File: config.mk
export PLATFORM = sky130hd
export DESIGN_NAME = sha1_hash_engine_unit
export DESIGN_NICKNAME = d
export VERILOG_FILES = /design/src/sv/sha1h_pkg.sv /design/src/sv/sha1h_round.sv /design/src/sv/sha1_hash_engine_unit.sv
export SDC_FILE = /design/constraint.sdc
export NUM_CORES = 2
export LEC_CHECK = 0
export BUFFER_PORTS_ARGS = -buffer_cell sky130_fd_sc_hd__buf_2
export CAP_MARGIN = 20
export CORE_MARGIN = 2
export CORE_UTILIZATION = 60
export CTS_BUF_LIST = sky130_fd_sc_hd__clkbuf_2 sky130_fd_sc_hd__clkbuf_4 sky130_fd_sc_hd__clkbuf_8
export CTS_CLUSTER_DIAMETER = 150
export CTS_CLUSTER_SIZE = 14
export DETAILED_ROUTE_END_ITERATION = 10
export PLACE_DENSITY = 0.76
export SLEW_MARGIN = 20
export SYNTH_ARGS = -nofsm -noshare
export SYNTH_HDL_FRONTEND = slang
export SYNTH_SLANG_ARGS = --single-unit
export TNS_END_PERCENT = 30
File: constraint.sdc
create_clock -name i_clk -period 6.4 [get_ports i_clk]
set_input_delay 0.96 -clock i_clk [delete_from_list [all_inputs] [get_ports i_clk]]
set_output_delay 0.96 -clock i_clk [all_outputs]
set_load 0.02 [all_outputs]
File: src/sv/sha1h_pkg.sv
// ----------------------------------------------------------------------------
// sha1h_pkg
// Shared types and constants of the SHA-1 engine: working variables, round
// phase codes, round constants and the initial chaining values.
// ----------------------------------------------------------------------------
package sha1h_pkg;

    typedef struct packed {
        logic [31:0] a;
        logic [31:0] b;
        logic [31:0] c;
        logic [31:0] d;
        logic [31:0] e;
    } t_work;

    // round phase: which boolean function and constant apply
    localparam logic [1:0] PH_CH   = 2'd0;
    localparam logic [1:0] PH_PAR1 = 2'd1;
    localparam logic [1:0] PH_MAJ  = 2'd2;
    localparam logic [1:0] PH_PAR2 = 2'd3;

    localparam logic [31:0] K_CH   = 32'h5A827999;
    localparam logic [31:0] K_PAR1 = 32'h6ED9EBA1;
    localparam logic [31:0] K_MAJ  = 32'h8F1BBCDC;
    localparam logic [31:0] K_PAR2 = 32'hCA62C1D6;

    localparam logic [31:0] H_INIT0 = 32'h67452301;
    localparam logic [31:0] H_INIT1 = 32'hEFCDAB89;
    localparam logic [31:0] H_INIT2 = 32'h98BADCFE;
    localparam logic [31:0] H_INIT3 = 32'h10325476;
    localparam logic [31:0] H_INIT4 = 32'hC3D2E1F0;

    localparam logic [7:0] PAD_MARK = 8'h80;

    function automatic logic [31:0] round_k(input logic [1:0] ph);
        logic [31:0] k;
        case (ph)
            PH_CH:   k = K_CH;
            PH_PAR1: k = K_PAR1;
            PH_MAJ:  k = K_MAJ;
            default: k = K_PAR2;
        endcase
        return k;
    endfunction

endpackage

File: src/sv/sha1h_round.sv
// ----------------------------------------------------------------------------
// sha1h_round
// One SHA-1 compression round: the shared unit that the sequencer steps
// through all eighty rounds of a block.
// ----------------------------------------------------------------------------
module sha1h_round (
    input  sha1h_pkg::t_work i_work,
    input  logic [31:0]      i_w,
    input  logic [1:0]       i_phase,
    output sha1h_pkg::t_work o_work
);
    import sha1h_pkg::*;

    logic [31:0] f;
    logic [31:0] t;

    always_comb begin
        case (i_phase)
            PH_CH:   f = (i_work.b & i_work.c) | (~i_work.b & i_work.d);
            PH_MAJ:  f = (i_work.b & i_work.c) | (i_work.b & i_work.d)
                         | (i_work.c & i_work.d);
            default: f = i_work.b ^ i_work.c ^ i_work.d;
        endcase
    end

    assign t = {i_work.a[26:0], i_work.a[31:27]} + f + i_work.e + round_k(i_phase) + i_w;

    always_comb begin
        o_work.a = t;
        o_work.b = i_work.a;
        o_work.c = {i_work.b[1:0], i_work.b[31:2]};
        o_work.d = i_work.c;
        o_work.e = i_work.d;
    end

endmodule

File: src/sv/sha1_hash_engine_unit.sv
// ----------------------------------------------------------------------------
// sha1_hash_engine_unit
// SHA-1 digest engine: packs message bytes into a 16-word schedule window,
// compresses each full block with one shared round unit, pads on finish and
// streams out the five digest words.
// ----------------------------------------------------------------------------
//  channel   dir  tdata                          tuser / tlast
//  s_axis    in   [7:0] data_byte                tuser: kind (1 = finish)
//  m_axis    out  [31:0] digest_word,            tlast: last_word
//                 [34:32] word_index, pad to 40
//
//  A message byte is taken only in idle; the 64th byte of a block then starts
//  the 80 rounds through the single round unit and the chaining add.
//  A finish pads the block with the 0x80 marker, zero bytes and the 64-bit
//  bit length, using a further block when the marker lands at byte 56 or later;
//  one or two block compressions follow, then 5 output transactions.
//  Reset loads the initial chaining values and clears the byte count.
//  s_axis is ready only when idle; a stalled m_axis holds the current word.
// ----------------------------------------------------------------------------
module sha1_hash_engine_unit (
    input  logic        i_clk,
    input  logic        i_rst_n,
    input  logic        i_s_axis_tvalid,
    output logic        o_s_axis_tready,
    input  logic [7:0]  i_s_axis_tdata,   // [7:0] data_byte
    input  logic        i_s_axis_tuser,   // [0] kind
    output logic        o_m_axis_tvalid,
    input  logic        i_m_axis_tready,
    output logic [39:0] o_m_axis_tdata,   // [31:0] digest_word, [34:32] word_index
    output logic        o_m_axis_tlast
);
    import sha1h_pkg::*;

    localparam logic [2:0] S_IDLE = 3'd0;
    localparam logic [2:0] S_PAD  = 3'd1;
    localparam logic [2:0] S_RND  = 3'd2;
    localparam logic [2:0] S_ADD  = 3'd3;
    localparam logic [2:0] S_OUT  = 3'd4;

    logic [2:0]  r_state, n_state;
    logic [5:0]  r_pos, n_pos;
    logic [63:0] r_count, n_count;
    logic [63:0] r_len, n_len;
    logic [23:0] r_acc, n_acc;
    logic [31:0] r_w [16];
    logic [31:0] n_w [16];
    logic [31:0] r_h [5];
    logic [31:0] n_h [5];
    t_work       r_work, n_work;
    logic [6:0]  r_rnd, n_rnd;
    logic [2:0]  r_oidx, n_oidx;
    logic        r_fin, n_fin;
    logic        r_first, n_first;
    logic        r_wrap, n_wrap;
    logic        r_done, n_done;

    logic        push;
    logic [7:0]  push_byte;
    logic        cur_wrap;
    logic [1:0]  phase;
    logic [31:0] sched;
    t_work       rnd_next;
    t_work       h_work;
    logic        s_acc;
    logic        m_acc;

    assign s_acc = i_s_axis_tvalid && o_s_axis_tready;
    assign m_acc = o_m_axis_tvalid && i_m_axis_tready;

    assign o_s_axis_tready = (r_state == S_IDLE);
    assign o_m_axis_tvalid = (r_state == S_OUT);
    assign o_m_axis_tlast  = (r_oidx == 3'd4);

    always_comb begin
        case (r_oidx)
            3'd0:    o_m_axis_tdata = {5'b0, r_oidx, r_h[0]};
            3'd1:    o_m_axis_tdata = {5'b0, r_oidx, r_h[1]};
            3'd2:    o_m_axis_tdata = {5'b0, r_oidx, r_h[2]};
            3'd3:    o_m_axis_tdata = {5'b0, r_oidx, r_h[3]};
            default: o_m_axis_tdata = {5'b0, r_oidx, r_h[4]};
        endcase
    end

    always_comb begin
        if (r_rnd < 7'd20)      phase = PH_CH;
        else if (r_rnd < 7'd40) phase = PH_PAR1;
        else if (r_rnd < 7'd60) phase = PH_MAJ;
        else                    phase = PH_PAR2;
    end

    // window slot 0 holds w[i]; the new word is w[i+16]
    logic [31:0] sched_x;
    assign sched_x = r_w[13] ^ r_w[8] ^ r_w[2] ^ r_w[0];
    assign sched   = {sched_x[30:0], sched_x[31]};

    assign h_work = '{a: r_h[0], b: r_h[1], c: r_h[2], d: r_h[3], e: r_h[4]};

    sha1h_round u_round (
        .i_work  (r_work),
        .i_w     (r_w[0]),
        .i_phase (phase),
        .o_work  (rnd_next)
    );

    // the 0x80 marker at byte 56 or later pushes the length into a further block
    assign cur_wrap = r_first ? (r_pos >= 6'd56) : r_wrap;

    always_comb begin
        n_state = r_state;
        n_pos   = r_pos;
        n_count = r_count;
        n_len   = r_len;
        n_acc   = r_acc;
        n_w     = r_w;
        n_h     = r_h;
        n_work  = r_work;
        n_rnd   = r_rnd;
        n_oidx  = r_oidx;
        n_fin   = r_fin;
        n_first = r_first;
        n_wrap  = r_wrap;
        n_done  = r_done;
        push      = 1'b0;
        push_byte = 8'h00;

        case (r_state)
            S_IDLE: begin
                if (s_acc) begin
                    if (i_s_axis_tuser) begin
                        n_fin   = 1'b1;
                        n_first = 1'b1;
                        n_len   = {r_count[60:0], 3'b000};
                        n_state = S_PAD;
                    end else begin
                        push      = 1'b1;
                        push_byte = i_s_axis_tdata;
                        n_count   = r_count + 64'd1;
                    end
                end
            end
            S_PAD: begin
                push = 1'b1;
                if (r_first) begin
                    push_byte = PAD_MARK;
                    n_first   = 1'b0;
                    n_wrap    = cur_wrap;
                end else if (!r_wrap && r_pos >= 6'd56) begin
                    push_byte = r_len[63:56];
                    n_len     = {r_len[55:0], 8'h00};
                end
                if (r_pos == 6'd63 && !cur_wrap) begin
                    n_done = 1'b1;
                end
            end
            S_RND: begin
                n_work = rnd_next;
                for (int k = 0; k < 15; k++) begin
                    n_w[k] = r_w[k+1];
                end
                n_w[15] = sched;
                n_rnd   = r_rnd + 7'd1;
                if (r_rnd == 7'd79) begin
                    n_state = S_ADD;
                end
            end
            S_ADD: begin
                n_h[0] = r_h[0] + r_work.a;
                n_h[1] = r_h[1] + r_work.b;
                n_h[2] = r_h[2] + r_work.c;
                n_h[3] = r_h[3] + r_work.d;
                n_h[4] = r_h[4] + r_work.e;
                n_wrap = 1'b0;
                if (r_done) begin
                    n_state = S_OUT;
                    n_oidx  = 3'd0;
                end else if (r_fin) begin
                    n_state = S_PAD;
                end else begin
                    n_state = S_IDLE;
                end
            end
            S_OUT: begin
                if (m_acc) begin
                    n_oidx = r_oidx + 3'd1;
                    if (r_oidx == 3'd4) begin
                        n_h[0]  = H_INIT0;
                        n_h[1]  = H_INIT1;
                        n_h[2]  = H_INIT2;
                        n_h[3]  = H_INIT3;
                        n_h[4]  = H_INIT4;
                        n_count = 64'd0;
                        n_fin   = 1'b0;
                        n_done  = 1'b0;
                        n_state = S_IDLE;
                    end
                end
            end
            default: begin
                n_state = S_IDLE;
            end
        endcase

        // pack bytes big-endian; each fourth byte completes a word of the window
        if (push) begin
            n_acc = {r_acc[15:0], push_byte};
            if (r_pos[1:0] == 2'd3) begin
                for (int k = 0; k < 15; k++) begin
                    n_w[k] = r_w[k+1];
                end
                n_w[15] = {r_acc, push_byte};
            end
            n_pos = r_pos + 6'd1;
            if (r_pos == 6'd63) begin
                n_state = S_RND;
                n_work  = h_work;
                n_rnd   = 7'd0;
            end
        end
    end

    always_ff @(posedge i_clk) begin
        if (!i_rst_n) begin
            r_state <= S_IDLE;
            r_pos   <= 6'd0;
            r_count <= 64'd0;
            r_h[0]  <= H_INIT0;
            r_h[1]  <= H_INIT1;
            r_h[2]  <= H_INIT2;
            r_h[3]  <= H_INIT3;
            r_h[4]  <= H_INIT4;
            r_rnd   <= 7'd0;
            r_oidx  <= 3'd0;
            r_fin   <= 1'b0;
            r_first <= 1'b0;
            r_wrap  <= 1'b0;
            r_done  <= 1'b0;
        end else begin
            r_state <= n_state;
            r_pos   <= n_pos;
            r_count <= n_count;
            r_h     <= n_h;
            r_rnd   <= n_rnd;
            r_oidx  <= n_oidx;
            r_fin   <= n_fin;
            r_first <= n_first;
            r_wrap  <= n_wrap;
            r_done  <= n_done;
        end
    end

    always_ff @(posedge i_clk) begin
        r_len  <= n_len;
        r_acc  <= n_acc;
        r_w    <= n_w;
        r_work <= n_work;
    end

endmodule

After elaboration in Yosys (flattened, before gate mapping)
Index checks and enable logic that the tools add are counted.

Add/subtract/negate cells: 13. $lt $le $gt $ge: 4. Eq/ne operators: 23. Mux-type cells: 60. Bitwise logic cells: 13. Reduce and logical (&&, ||, !) cells: 22.

Operators with widths (number): 2-to-1 mux 512 bit (3); 2-to-1 mux 160 bit (5); 2-to-1 mux 64 bit (8); case mux 160 bit (2 select lines) (1); adder 32 bit (9); case mux 64 bit (2 select lines) (2); XOR 32 bit (5); bitwise AND 32 bit (4); case mux 32 bit (4 select lines) (1); OR 32 bit (3); case mux 32 bit (3 select lines) (1); adder 64 x 1 -> 64 bit (second input constant) (1); case mux 32 bit (2 select lines) (1); 2-to-1 mux 8 bit (4); inverter 32 bit (1); 2-to-1 mux 3 bit (10); 2-to-1 mux 7 bit (3); case mux 8 bit (2 select lines) (1); case mux 3 bit (5 select lines) (1); AND reduction 5 bit (3); less-than comparator 7 x 6 -> 1 bit (second input constant) (2); == test 3 x 2 -> 1 bit (second input constant) (4); != test 2 bit (second input constant) (6); 2-to-1 mux 1 bit (11); other kinds (23) (45).

Register bits: 1007. Input bits: 13.

Logic depth before layout (Yosys ltp)
Depth after elaboration: 13. Gate-level depth with buffers: 26.

By module
Synthesis repeated with hierarchy kept, for this count alone.

Cell total of the unflattened synthesis: 5378. Area, all modules: 51438.1 µm².

By module, submodules not included: sha1_hash_engine_unit (instances 1, cells an instance 4461, area an instance 44445.1 µm², sequential area each 20890.0 µm²); sha1h_round (instances 1, cells an instance 917, area an instance 6993.0 µm², sequential area each 0.0 µm²).

Least setup slack after synthesis
OpenSTA, ideal clock, no wires.

Path kind: reg2reg. Start: register r_rnd[5]. End: register r_work[159] (netlist name). Arrival: 5341 ps. Slack: 932 ps. Stages on the path, launching flop included: 25. Path through: dfxtp_1 -> inv_1 -> maj3_1 -> a221o_1 -> clkbuf_1 -> buf_1 -> ha_1 -> fa_1 -> inv_1 -> fa_1 -> inv_1 -> ha_1 -> inv_1 -> fa_1 -> nor2b_1 -> o21ai_1 -> a21boi_1 -> o21ai_1 -> a2111oi_2 -> o21ai_1 -> a31oi_1 -> a31oi_1 -> o21ai_1 -> xnor2_1 -> o21ai_1.

RTL lines: from (decl) (RTL line sha1_hash_engine_unit.sv:50) `logic [6:0] r_rnd, n_rnd;`; from (signal assigned) (RTL line sha1_hash_engine_unit.sv:242) `r_rnd <= n_rnd;`; to (signal assigned) (RTL line sha1_hash_engine_unit.sv:255) `r_work <= n_work;`; to (decl) (RTL line sha1_hash_engine_unit.sv:49) `t_work r_work, n_work;`.

==> reports/metrics.cfg <==
[outcome]
status=finished, final reports clean

[logic_synthesis]
yosys-top-cells-count=dfxtp_1, nand2_1, mux2_2, nor2_1, o21ai_0
yosys.area_share.simple_pct=13.6
async_flop_share_pct=0
ys_top_cells_by_area=dfxtp_1, mux2_2, nand2_1, ha_1, edfxtp_1
synth_fa_ha_area_share_pct=10.1
synth_seq_cells=1001
synth_cells=5410
synthMuxAreaShare_pct=10.9
synth_area_leader_cell=dfxtp_1
netlist-cell-type-count=99
synth_top_family_by_area=compound AO/OA/AOI/OAI gates
ys_seq_area_share_pct=41.5
ys.flop_type=dfxtp_1
synth-compound-area-share_pct=14.7
yosysMostFrequentCell=dfxtp_1
synth-edff-count=85
ys_warn_count=0
avgSynthCellArea_um2=9.31
syn_area_um2=50400
synth-xor-area-share_pct=5.27
synth_top_area_share_pct=36.4

[drt]
drt_pass1_iterations=5
post_drt_wl_per_cell_um=20.5
routed_wl_um=132000
via_per_inst=6.04
vias=38883
drtAntennaViolNets=0
first_iter_violations=3885
drc=0

[sta]
finalHoldViolCount=0
relSlewSlack_pct=21.5
tightest_slew_ps=1150
fin_skew_ps=60.5
setup_viol=0
timing.hold.ws_ps=454
fin_crit_sh_pct=94.0
fmax_mhz=166
fin_crit_ps=6020
slew_viol_final=0

[worst_setup_path]
required_ps=7080
crit_path_end_kind=register
cp_max_fo=26
worstSetupStartpointType=register
critPathArrivalTime_ps=6690
critPathKind=register to register

[placement]
hpwl_um=93000
io_buffers=50
gp_congestion=0.999
post-place-cells=6318

[global_route]
grt_pass1_vias=36780
grt_max_degree=135
grt_pass1_wl_um=206000
top_usage_layer=met2
gr-total-overflow=0
grt_antenna_before_repair=3
use_met2_pct=47.3
grt_usage_pct=30.2
grt_util_met3_pct=5.08
grtUsageMet1_pct=41.0

[clock_network]
clock-sinks=1001
cts_max_path_buffers=3
cts_hold_buf=0
cts_tree=built
cts_inserted_buffers=81
htreeDepth=3
clkLatencyLatePin_ps=740
clk_pin_slew_worst_paths_ps=110
cts_root_buf=clkbuf_8

[layout]
drive_gt1_share_pct=14.3
finalNonFillerCells=6437
nNetsFinal=5670
syn2layout_area_growth_pct=4.95

[pwr]
peakVddDrop_mv=0.244
power.leakage_nw=23.1
cellPowerDensity_nw_per_um2=200
p_total_mw=10.6

[flow_run]
maxCapViolCount=0

[die]
rows=106
initial_utilization_pct=60.4
die_y_um=294
pin_count=56
design.core.area_um2=83400
die_w_um=294
dieArea_um2=86300

[min_path]
min_path_type=register to register

power breakdown:
part	internal (mW)	total, mW	switching (mW)
clock	1.32	3.43	2.11
sequential	6.58	6.73	0.147
combinational	0.220	0.438	0.218
cell families (layout without fill, tap and decap cells):
kind of cell               Yosys count  in the layout
AOI/OAI and AO/OA                 1179           1179
xor gates and xnor gates           303            303
adders and majority gates          332            332
buffers and inverters              529            470
DFF                               1001           1001
muxes                              488            488
other                                1              7
and+or+nand+nor                   1577           1577
critical path: stages, from the launching register on:
cell and delay (ps):
dfxtp_2 410, inv_1 90, maj3_1 400, a221o_4 570, inv_1 190, ha_1 480, buf_4 390, nand2_1 80
o21ai_0 80, o21ai_0 130, fa_1 560, inv_1 40, ha_1 350, a21o_1 200, a21o_1 200, or3_1 410
o21a_1 210, a221oi_1 300, o21bai_1 180, a2111oi_0 470, a31oi_1 80, o21ai_1 120
sequential cells by signal, summed over array words and instances (netlist names):
signal   cells
r_acc       24
h_work     160
r_wrap       1
r_w        512
r_len       61
r_pos        6
r_count     61
r_first      1
r_fin        1
r_oidx       3
r_work     160
r_state      3
r_done       1
r_rnd        7
timing repair:
| item | 4_1_cts | 5_1_grt |
|---|---|---|
| setup endpoints to repair | 0 | 14 |
| buffers inserted | 0 | 4 |
| gates resized for setup | 0 | 5 |
routing by layer:
layer / share of wire (%) / routed length [µm]
met1: 43 / 56100
met3: 8.2 / 10800
met5: 0.0099 / 13
met2: 45 / 58900
met4: 4.6 / 6050
path summary, 6_finish.rpt:
check	from	to	slack, ps	depth (start not counted)
worst min register to register	r_acc[16]	r_w[24]	450	2
worst max register to register	r_rnd[5]	r_work[151]	380	21
worst min-delay path	r_acc[16]	r_w[24]	450	2
worst max-delay path	r_rnd[5]	r_work[151]	380	21
cells in the final DEF (no fill, tap or decap), types with 25 or more instances in the layout:
master and n:
nand4_1 25, a22oi_1 79, o21ai_0 296, nor2_1 427
clkbuf_8 81, xor2_1 108, a21o_1 106, nand2b_1 27
dfxtp_1 915, a21oi_1 250, nand2_1 742, mux2_2 483
inv_1 256, edfxtp_1 85, o22ai_1 27, a31oi_1 179
o21a_1 40, nor3_1 63, and3_1 42, buf_2 49
buf_4 45, nor2b_1 39, ha_1 205, fa_1 125
nand3_1 99, xnor2_1 195, and2_1 27, a21boi_0 31
layout make-up:
class                   instances  area [µm²]
repair inverters                1        5.00
repair buffers                 99         683
well taps                    1080        1350
inverters                     258         972
multi-input cells            3884       27600
diodes                          2        5.00
clock inverters                 7        82.6
fillers                      6921       30500
flip-flops and latches       1001       20900
clock buffers                 105        1290
per-stage QoR:
stage,TNS (ps),worst slack (ps),utilization (%),instance area [µm²]
2_1_floorplan,0,932,-,50400
3_3_place_gp,0,410,61.7,51400
3_5_place_dp,0,228,61.7,51400
4_1_cts,0,173,63.3,52800
5_1_grt,-23.7,-12.1,63.4,52900
6_report,0,384,63.4,52900
Note: power is estimated with default switching activity, not from simulation.
